`config.mk`:
```
export PLATFORM = sky130hd
export DESIGN_NAME = rsc_div_cell
export DESIGN_NICKNAME = d
export VERILOG_FILES = /design/src/hdl/rsc_pkg.sv /design/src/hdl/rsc_div_cell.sv
export SDC_FILE = /design/constraint.sdc
export NUM_CORES = 1
export LEC_CHECK = 0
export BUFFER_PORTS_ARGS = -buffer_cell sky130_fd_sc_hd__buf_2
export CAP_MARGIN = 20
export CORE_UTILIZATION = 30
export DETAILED_ROUTE_END_ITERATION = 12
export GPL_TIMING_DRIVEN = 0
export PLACE_DENSITY_LB_ADDON = 0.12
export SYNTH_ARGS = -nofsm -noshare
export SYNTH_HDL_FRONTEND = slang
export SYNTH_SLANG_ARGS = --single-unit
```
`constraint.sdc`:
```
create_clock -name clk -period 9 [get_ports clk]
set_clock_uncertainty 0.15 [all_clocks]
set_input_delay 1.8 -clock clk [delete_from_list [all_inputs] [get_ports clk]]
set_output_delay 1.8 -clock clk [all_outputs]
set_load 0.02 [all_outputs]
```
`src/hdl/rsc_pkg.sv`:
```
package rsc_pkg;

	localparam int VAL_W  = 16;
	localparam int NUM_W  = 34;
	localparam int DEN_W  = 17;
	localparam int MAG_W  = 33;
	localparam int DVS_W  = 27;
	localparam int CELLS  = MAG_W;

	localparam logic [MAG_W-1:0] SMALL_LIMIT = 33'd2147483;
	localparam logic [MAG_W-1:0] ROUND_SCALE = 33'd1000;
	localparam logic [MAG_W-1:0] ROUND_HALF  = 33'd500;

	// configuration register indexes
	typedef enum logic [1:0] {
		REG_IN_LOW   = 2'd0,
		REG_IN_HIGH  = 2'd1,
		REG_OUT_LOW  = 2'd2,
		REG_OUT_HIGH = 2'd3
	} reg_index_t;

	// one division in flight: partial remainder, dividend bits still to
	// shift in, quotient so far, divisor and result sign
	typedef struct packed {
		logic [DVS_W-1:0] rem;
		logic [MAG_W-1:0] dnd;
		logic [MAG_W-1:0] quo;
		logic [DVS_W-1:0] dvs;
		logic             neg;
	} rsc_div_t;

endpackage

```
`src/hdl/rsc_div_cell.sv`:
```
module rsc_div_cell (
	input  logic              clk,
	input  logic              arst_n,
	input  logic              in_valid,
	output logic              in_stall,
	input  rsc_pkg::rsc_div_t in_data,
	output logic              out_valid,
	input  logic              out_stall,
	output rsc_pkg::rsc_div_t out_data
);
	import rsc_pkg::*;

	logic              valid_q;
	rsc_div_t          data_q;
	rsc_div_t          nxt;
	logic [DVS_W:0]    trial;
	logic              ge;

	// one restoring step: bring in the next dividend bit, subtract if it fits
	always_comb begin
		trial    = {in_data.rem, in_data.dnd[MAG_W-1]};
		ge       = trial >= {1'b0, in_data.dvs};
		nxt      = in_data;
		nxt.rem  = ge ? DVS_W'(trial - {1'b0, in_data.dvs}) : trial[DVS_W-1:0];
		nxt.dnd  = {in_data.dnd[MAG_W-2:0], 1'b0};
		nxt.quo  = {in_data.quo[MAG_W-2:0], ge};
	end

	assign in_stall  = valid_q & out_stall;
	assign out_valid = valid_q;
	assign out_data  = data_q;

	// advance when the next cell takes the request or this one is empty
	always_ff @(posedge clk or negedge arst_n) begin
		if (!arst_n) begin
			valid_q <= 1'b0;
		end else if (!in_stall) begin
			valid_q <= in_valid;
		end
	end

	always_ff @(posedge clk) begin
		if (!in_stall && in_valid) begin
			data_q <= nxt;
		end
	end

endmodule

```
==> results.json <==
{
  "hold_violations": 0,
  "period_needed_ns": 4.436,
  "place_area_um2": 7313,
  "finalCritPeriodShare_pct": 49.29,
  "cts.path.max_buffers": 2,
  "place_inst": 932,
  "ys_seq_area_share_pct": 63.67,
  "synth_xor_area_share_pct": 3.074,
  "cts_resized": 0,
  "viasPerCell": 4.718,
  "cts_sinks": 121,
  "tritoncts": "built",
  "syn-instance-count": 449,
  "synth_compound_area_share_pct": 13.39,
  "worst_pin_slew_ns": 0.8230,
  "synth-simple-area-share_pct": 8.804,
  "seqPwrFrac_pct": 39.9,
  "die_w_um": 139.8,
  "crit_fanout": 10,
  "synth.cell_area_um2": 5699,
  "ys_ff_latch": 121,
  "yosys-top-cells-area": "edfxtp_1, ha_1, o21ai_0",
  "cp-start-kind": "input pin",
  "ys_types": 54,
  "drive_gt1_share_pct": 42.66,
  "setup_ws_ns": 4.564,
  "track_usage_pct": 16.27,
  "power_mw": 1.697,
  "htree_levels": 4,
  "num-fill-cells": 1800,
  "path_cells": "buf_2 -> inv_1 -> ha_1 -> a211oi_1 -> nand2b_1 -> o21ai_2 -> o21ai_1 -> a211oi_2 -> buf_4 -> buf_2 -> o21ai_0",
  "slowest_stage": "a211oi_2",
  "hold_class": "flip-flop to flip-flop",
  "grt_pass1_vias": 4427,
  "fin_area_um2": 7936,
  "dp_slack_ns": 4.045,
  "power_density_nw_per_um2": 213.8,
  "yosysTopAreaCell": "edfxtp_1",
  "path_class": "input pin to flip-flop",
  "first_pass_iters": 4,
  "drtAntennaViolNets": 0,
  "clkLatencyLatePin_ns": 0.41,
  "crit_arrival_ns": 4.43,
  "antenna_cells": 0,
  "core-area_um2": 18640,
  "cts-root-buf": "clkbuf_16",
  "instances_no_fill": 963,
  "max-slew-margin-rel_pct": 44.56,
  "ios": 248,
  "drc_errors": 0,
  "max_stage_delay_ns": 0.48,
  "synth_top_area_share_pct": 63.23,
  "synth_ff_type": "edfxtp_1",
  "grt_max_degree": 37,
  "numCtsBuffers": 17,
  "status": "complete, no violations",
  "start_util_pct": 30.57,
  "cts_setup_buffers": 0,
  "fmax_ghz": 0.2254,
  "avgSynthCellArea_um2": 12.69,
  "drv_slew": 0,
  "maxCapViolCount": 0,
  "portBuffers": 245,
  "synth_top_family_by_area": "compound AO/OA/AOI/OAI gates",
  "synthArstFlopShare_pct": 0.8264,
  "intPower_mw": 1.246,
  "grt_pass1_wl_mm": 24.14,
  "end_kind": "flip-flop",
  "clockPowerShare_pct": 42.6,
  "rows": 50,
  "synth-edff-count": 120,
  "drt_iter0_drc": 182,
  "ir_drop_mv": 0.1274,
  "grt_overflow": 0,
  "wl_per_cell_um": 16.68,
  "setup_violations": 0,
  "p_leak_nw": 3.506,
  "dieArea_um2": 19550,
  "yosysWarnings": 0,
  "place_hpwl_mm": 12.45,
  "final_util_pct": 42.57,
  "required_ns": 8.99,
  "rsz0062_at_grt": "false",
  "swShare_pct": 26.55,
  "hold_buffers": 0,
  "synth_adder_area_share_pct": 6.279,
  "synth.mux.area_fraction_pct": 0.7464,
  "p_switching_mw": 0.4507,
  "num_vias": 4543,
  "final_nets": 870,
  "path_common_cell": "buf_2",
  "synth_nets": 602,
  "path_clk_slew_ns": 0.06,
  "antenna_found_initial": 2,
  "die_y_um": 139.8,
  "syn_to_final_growth_pct": 39.25,
  "drt-total-wl_mm": 16.07,
  "gp_congestion": 0.8019,
  "pwr-share-comb_pct": 17.5
}
-- Yosys cell counts, types with 3 or more instances --
| cell | number |
|---|---|
| buf_2 | 10 |
| xor2_1 | 10 |
| nand2b_1 | 3 |
| nand4_1 | 8 |
| inv_1 | 35 |
| a21o_1 | 16 |
| xnor2_1 | 10 |
| a211oi_1 | 3 |
| clkbuf_1 | 4 |
| buf_4 | 4 |
| o21bai_1 | 3 |
| o21ai_0 | 34 |
| nand3_1 | 8 |
| nor2_1 | 23 |
| nor2b_1 | 3 |
| a211o_1 | 3 |
| a21oi_1 | 24 |
| nor3_1 | 5 |
| ha_1 | 27 |
| edfxtp_1 | 120 |
| a31oi_1 | 7 |
| nand2_1 | 44 |
-- logic make-up after synthesis --
group,count (synthesis)
compound gates,114
xor+xnor,20
fa+ha+maj,28
buf+inv,53
flops,121
mux,4
other cells,1
simple gates,108
-- path summary, 6_finish.rpt --
check,from,endpoint,slack [ns],depth (start not counted)
worst max-delay path,in_data[8],out_data[113]$_DFFE_PP_,4.56,11
worst min-delay path,out_valid$_DFFE_PN0N_,out_valid$_DFFE_PN0N_,0.57,2
worst max register to register,out_valid$_DFFE_PN0N_,out_data[68]$_DFFE_PP_,7.25,4
worst min register to register,out_valid$_DFFE_PN0N_,out_valid$_DFFE_PN0N_,0.57,2
max in group asynchronous,arst_n,out_valid$_DFFE_PN0N_,7.61,1
min in group asynchronous,arst_n,out_valid$_DFFE_PN0N_,1.00,1
-- layout make-up --
class,count,area (µm²),share of cell area (%)
Buffer,18,95.09,1.198
Clock buffer,17,425.4,5.360
Clock inverter,14,197.7,2.491
Inverter,35,131.4,1.655
Multi-Input combinational cell,275,1852,23.33
Sequential cell,121,3628,45.72
Tap cell,234,292.8,3.689
Timing Repair Buffer,249,1314,16.55
-- critical path, delay by kind of cell --
family | cells | cell delay (ns)
buffers and inverters | 4 | 0.70
adders and majority gates | 1 | 0.36
and+or+nand+nor | 1 | 0.12
AOI/OAI and AO/OA | 5 | 1.45
-- cell usage in the layout, fill, tap and decap left out, types with 4 or more instances in the layout --
cell | netlist | layout
a21oi_1 | 24 | 24
nand3_1 | 8 | 8
nor2_1 | 23 | 23
xnor2_1 | 10 | 10
buf_4 | 4 | 4
xor2_1 | 10 | 10
bufinv_16 | 0 | 4
edfxtp_1 | 120 | 120
clkbuf_16 | 0 | 17
ha_1 | 27 | 27
nand2_1 | 44 | 44
inv_1 | 35 | 35
buf_2 | 10 | 255
o21ai_0 | 34 | 34
a21o_1 | 16 | 16
clkbuf_1 | 4 | 4
nor3_1 | 5 | 5
a31oi_1 | 7 | 7
nand4_1 | 8 | 8
-- per-layer routing --
metal	track usage, %	wire [µm]	vias to the layer above
met5	0	33	-
met2	27.71	7866	173
met4	4.511	174	4
met3	4.990	1040	17
met1	19.82	6951	2152
li1	-	-	2197
-- power by group through the flow --
stage	logic [mW]	clock network (mW)	registers [mW]
2_1_floorplan	0.135	0	0.745
3_3_place_gp	0.290	0	0.698
3_5_place_dp	0.300	0	0.690
4_1_cts	0.301	0.741	0.678
5_1_grt	0.325	0.764	0.681
6_report	0.297	0.723	0.678
-- registers in the layout, indices dropped and copies added, names as in the netlist --
signal,cells
out_data,120
out_valid,1
-- through the flow --
step           hold slack (ns)  setup TNS, ns
3_5_place_dp            0.5555              0
4_1_cts                 0.5714              0
6_report                0.5728              0
3_3_place_gp            0.4480        -153.08
5_1_grt                 0.6326              0
2_1_floorplan           0.7485              0
No activity file was read; power rests on OpenSTA's default activity.
