==> config.mk <==
export PLATFORM = sky130hd
export DESIGN_NAME = rsc_front
export DESIGN_NICKNAME = d
export VERILOG_FILES = /design/src/hdl/rsc_pkg.sv /design/src/hdl/rsc_front.sv
export SDC_FILE = /design/constraint.sdc
export NUM_CORES = 2
export LEC_CHECK = 0
export ABC_AREA = 0
export BUFFER_PORTS_ARGS = -buffer_cell sky130_fd_sc_hd__clkbuf_2
export CORE_MARGIN = 2
export CORE_UTILIZATION = 30
export CTS_CLUSTER_SIZE = 28
export DETAILED_ROUTE_END_ITERATION = 6
export GPL_TIMING_DRIVEN = 0
export PLACE_DENSITY_LB_ADDON = 0.25
export SETUP_SLACK_MARGIN = 0.15
export SYNTH_ARGS = -nofsm -noshare
export SYNTH_HDL_FRONTEND = slang
export SYNTH_SLANG_ARGS = --single-unit
==> constraint.sdc <==
create_clock -name clk -period 7.8 [get_ports clk]
set_clock_uncertainty 0.15 [all_clocks]
set_input_delay 1.56 -clock clk [delete_from_list [all_inputs] [get_ports clk]]
set_output_delay 1.56 -clock clk [all_outputs]
set_load 0.005 [all_outputs]
==> src/hdl/rsc_pkg.sv <==
package rsc_pkg;

	localparam int VAL_W  = 16;
	localparam int NUM_W  = 34;
	localparam int DEN_W  = 17;
	localparam int MAG_W  = 33;
	localparam int DVS_W  = 27;
	localparam int CELLS  = MAG_W;

	localparam logic [MAG_W-1:0] SMALL_LIMIT = 33'd2147483;
	localparam logic [MAG_W-1:0] ROUND_SCALE = 33'd1000;
	localparam logic [MAG_W-1:0] ROUND_HALF  = 33'd500;

	// configuration register indexes
	typedef enum logic [1:0] {
		REG_IN_LOW   = 2'd0,
		REG_IN_HIGH  = 2'd1,
		REG_OUT_LOW  = 2'd2,
		REG_OUT_HIGH = 2'd3
	} reg_index_t;

	// one division in flight: partial remainder, dividend bits still to
	// shift in, quotient so far, divisor and result sign
	typedef struct packed {
		logic [DVS_W-1:0] rem;
		logic [MAG_W-1:0] dnd;
		logic [MAG_W-1:0] quo;
		logic [DVS_W-1:0] dvs;
		logic             neg;
	} rsc_div_t;

endpackage

==> src/hdl/rsc_front.sv <==
module rsc_front (
	input  logic                                clk,
	input  logic                                arst_n,
	input  logic                                in_valid,
	output logic                                in_stall,
	input  logic signed [rsc_pkg::VAL_W-1:0]    value,
	input  logic signed [rsc_pkg::VAL_W-1:0]    in_low,
	input  logic signed [rsc_pkg::VAL_W-1:0]    in_high,
	input  logic signed [rsc_pkg::VAL_W-1:0]    out_low,
	input  logic signed [rsc_pkg::VAL_W-1:0]    out_high,
	output logic                                out_valid,
	input  logic                                out_stall,
	output rsc_pkg::rsc_div_t                   out_data
);
	import rsc_pkg::*;

	logic v_s1, v_s2, v_s3, v_s4;
	logic st1, st2, st3, st4;

	logic signed [DEN_W-1:0]     dh_s1, dl_s1;
	logic signed [2*DEN_W-2:0]   p1_s2, p2_s2;
	logic signed [NUM_W-1:0]     num_s3;
	logic signed [DEN_W-1:0]     den_s3;
	rsc_div_t                    div_s4;

	logic                        empty;
	logic signed [NUM_W-1:0]     num_c;
	logic [MAG_W-1:0]            mag_a;
	logic [MAG_W-1:0]            mag_b;
	logic                        pos;
	logic                        rnd;
	rsc_div_t                    div_c;

	assign st4      = v_s4 & out_stall;
	assign st3      = v_s3 & st4;
	assign st2      = v_s2 & st3;
	assign st1      = v_s1 & st2;
	assign in_stall = st1;

	assign empty = in_low == in_high;
	assign num_c = NUM_W'(p1_s2) - NUM_W'(p2_s2);

	// magnitudes, sign and rounding choice
	always_comb begin
		mag_a = num_s3[NUM_W-1] ? MAG_W'(-num_s3) : MAG_W'(num_s3);
		mag_b = den_s3[DEN_W-1] ? MAG_W'(-den_s3) : MAG_W'(den_s3);
		pos   = num_s3[NUM_W-1] == den_s3[DEN_W-1];
		rnd   = pos && (mag_a < SMALL_LIMIT);
		div_c.rem = '0;
		div_c.quo = '0;
		div_c.neg = !pos;
		if (rnd) begin
			div_c.dnd = mag_a * ROUND_SCALE + mag_b * ROUND_HALF;
			div_c.dvs = DVS_W'(mag_b * ROUND_SCALE);
		end else begin
			div_c.dnd = mag_a;
			div_c.dvs = DVS_W'(mag_b);
		end
	end

	// hold valid bits
	always_ff @(posedge clk or negedge arst_n) begin
		if (!arst_n) begin
			v_s1 <= 1'b0;
			v_s2 <= 1'b0;
			v_s3 <= 1'b0;
			v_s4 <= 1'b0;
		end else begin
			if (!st1) v_s1 <= in_valid;
			if (!st2) v_s2 <= v_s1;
			if (!st3) v_s3 <= v_s2;
			if (!st4) v_s4 <= v_s3;
		end
	end

	// differences, products, numerator, divider operands
	always_ff @(posedge clk) begin
		if (!st1 && in_valid) begin
			dh_s1 <= DEN_W'(value) - DEN_W'(in_high);
			dl_s1 <= DEN_W'(value) - DEN_W'(in_low);
		end
		if (!st2 && v_s1) begin
			p1_s2 <= dh_s1 * out_low;
			p2_s2 <= dl_s1 * out_high;
		end
		if (!st3 && v_s2) begin
			num_s3 <= empty ? NUM_W'(out_low) : num_c;
			den_s3 <= empty ? DEN_W'(1) : DEN_W'(in_low) - DEN_W'(in_high);
		end
		if (!st4 && v_s3) begin
			div_s4 <= div_c;
		end
	end

	assign out_valid = v_s4;
	assign out_data  = div_s4;

endmodule

==> run metrics <==
Placer Congestion=0.900; GRT Total Usage=17.2%; critical path's slowest cell=fa_1; register area share after synthesis=approximately 15%; Die X=between 300 and 400 um; final net count=6210; Core Box Area=roughly 140000 um2; DRC violations left=0; Worst-Skew Late Latency=around 0.63 ns; DR iter-0 viols=around 1600; post-synthesis xor/xnor area fraction=slightly below 6%; CP startpoint=num_s3[7]; clk root buf=clkbuf_16; dpl ws=-1.87 ns; routed vias=between 30000 and 40000; CTS tree=built; mapped cell area=roughly 43000 um2; max frequency=129 MHz; Final Hold Viols=0; GRT overflow=0; htree depth=1; routed len/inst=roughly 18 um; Hold Buf Count CTS=0; Slew @ Worst Pin=between 1 and 1.5 ns; number of global-route vias before repair=around 34000; hold depth=1; port bufs=about 130; largest net degree at the start of global routing=67; final WL=approximately 120 mm; critical path depth=30; Post-DRT Antenna Nets=0; most frequent cells in the layout=inv_1, fa_1, nand2_1; Post-Synth Simple-Gate Area=about 13%; Clock Tree Buf Depth=3; number of flops mapped to enable cells by yosys=between 200 and 250; Slew HR=25.4%; initial antenna violation count=2; Worst-path clk slew=roughly 0.06 ns; Fillers=14500; post-DP HPWL=about 100 mm; Initial DRT Pass Iterations=5; Syn Inst Count=roughly 4600; setup ws final=about 0.055 ns; max-cap violation count=0; worst path arrival time=~8 ns; syn avg cell area=around 9.4 um2; Layout Utilization=35.9%; fin crit share=approximately 99%; commonest non-fill, non-tap cell in the layout=inv_1; max-slew violation count=0; RSZ-0062 raised after global routing=yes; first-pass GRT wire length=194 mm; Hold WS=~0.33 ns; Buf/Inv on CP=4; layout overhead on the synthesized area=18.7%; CP endpoint kind=flop; critical path launch point type=flop; family with the most delay on the worst path=adder cells; outcome=completed; layout cells sized above 1=15.1%; largest family of logic cells by synthesized area=adder cells; Synth Area in Adders=a little under half; flops & latches, synth=around 220; initial core utilization=about 30%; Crit Path Class=flop to flop; CTS sink count=between 200 and 250; Reg-to-Reg Start=num_s3[7]; Critical Path RT=~8 ns; Die Area=approximately 150000 um2; final setup violation count=0; boundary pin count=between 200 and 250; Min-Delay Path Class=flop to flop; Crit path largest cell delay=about 0.56 ns; mux cell area share after synthesis=less than 1%; Ys Warns=0; Row Count=around 140; Top FF cell, synth=edfxtp_1; post-synthesis compound-gate area fraction=under 10%; Async SR Flop Fraction=about 1.9%; Die Ht=around 380 um; total CTS buffers=29; distinct cell type count after synthesis=between 70 and 80; HP Start=v_s3; fin crit period=~7.7 ns; Reg2Reg Depth=30; Max Fanout on Critical Path=7; vias per inst=4.61
==> what timing repair did <==
action | CTS | global route
endpoints found under the hold margin | 0 | 0
pin swaps | 115 | 107
resized for setup | 287 | 218
setup buffers | 113 | 47
endpoints found under the setup margin | 36 | 26
==> path summary, 6_finish.rpt <==
path	to	slack (ns)
hold / removal	out_valid	0.33
min in group asynchronous	v_s1	0.58
setup / recovery	out_data[91]	0.05
hold reg to reg	out_valid	0.33
max in group asynchronous	out_valid	6.80
setup reg to reg	out_data[91]	0.05
==> state kept, by name, summed over array words and instances (netlist names) <==
register   cells
out_valid      1
out_data      61
dh_s1         17
v_s2           1
den_s3        17
p1_s2         33
v_s1           1
v_s3           1
dl_s1         17
p2_s2         33
num_s3        34
==> worst reg2reg max path: cells and delay by family, from the launching register on <==
| family | cells | cell delay, ns |
|---|---|---|
| buffers and inverters | 4 | 0.40 |
| AOI/OAI and AO/OA | 11 | 2.10 |
| xor gates and xnor gates | 3 | 0.52 |
| DFF | 1 | 0.39 |
| and+or+nand+nor | 6 | 1.73 |
| adders and majority gates | 6 | 2.17 |
==> final cells by class <==
cell class	count	area (um2)	area share [%]
repair buffers	295	2070	4.07
well taps	1890	2360	4.65
plain buffers	180	1360	2.67
inverters	957	3590	7.06
diodes	1	2.50	0.00492
clock buffers	36	752	1.48
clock inverters	18	204	0.401
flip-flops and latches	216	6470	12.7
multi-input cells	3332	34100	67.0
==> cells in the mapped netlist (13+ instances only) <==
cell / instances / share of area, %
nand2b_1: 66 / 0.96
fa_1: 725 / 34
or3_1: 24 / 0.35
a21boi_0: 23 / 0.40
ha_1: 390 / 11
nor2b_1: 33 / 0.48
and3_1: 19 / 0.28
nor2_1: 177 / 1.5
nand2_1: 442 / 3.9
xor2_1: 91 / 1.9
a21o_1: 76 / 1.3
xnor2_1: 198 / 4.0
and2_1: 224 / 3.3
buf_4: 63 / 1.1
a211oi_1: 23 / 0.40
o31ai_1: 26 / 0.46
o21a_1: 29 / 0.51
or2_2: 13 / 0.19
a31oi_1: 18 / 0.26
o21ai_0: 154 / 1.8
nand3_1: 40 / 0.47
clkbuf_1: 108 / 0.95
inv_1: 957 / 8.4
nor3_1: 37 / 0.43
edfxtp_1: 212 / 15
o21bai_1: 25 / 0.44
a21oi_1: 185 / 2.2
==> logic make-up after synthesis <==
logic type	after synthesis
simple gates	1134
compound gates	661
mux	5
buf+inv	1137
xor+xnor	290
flops	216
fa+ha+maj	1124
other cells	2
==> metal layers <==
metal | vias to the layer above | routed length, um | GRT usage (%)
met3 | 163 | 5780 | 2.84
met4 | 4 | 4360 | 5.23
met2 | 580 | 60700 | 30.0
met5 | - | 25 | 0
met1 | 16000 | 52800 | 21.6
li1 | 15200 | - | -
==> per-stage QoR <==
stage	cell area (um2)	TNS [ns]	cells
2_1_floorplan	43400	0	4685
3_3_place_gp	46400	-120.76	6704
3_5_place_dp	46600	-38.39	6710
4_1_cts	49800	0	6877
5_1_grt	50900	-1.12	6924
6_report	50900	0	6925
Power is not shown: default switching activity piles up to over one toggle a cycle in this logic, so the estimate is an artifact.
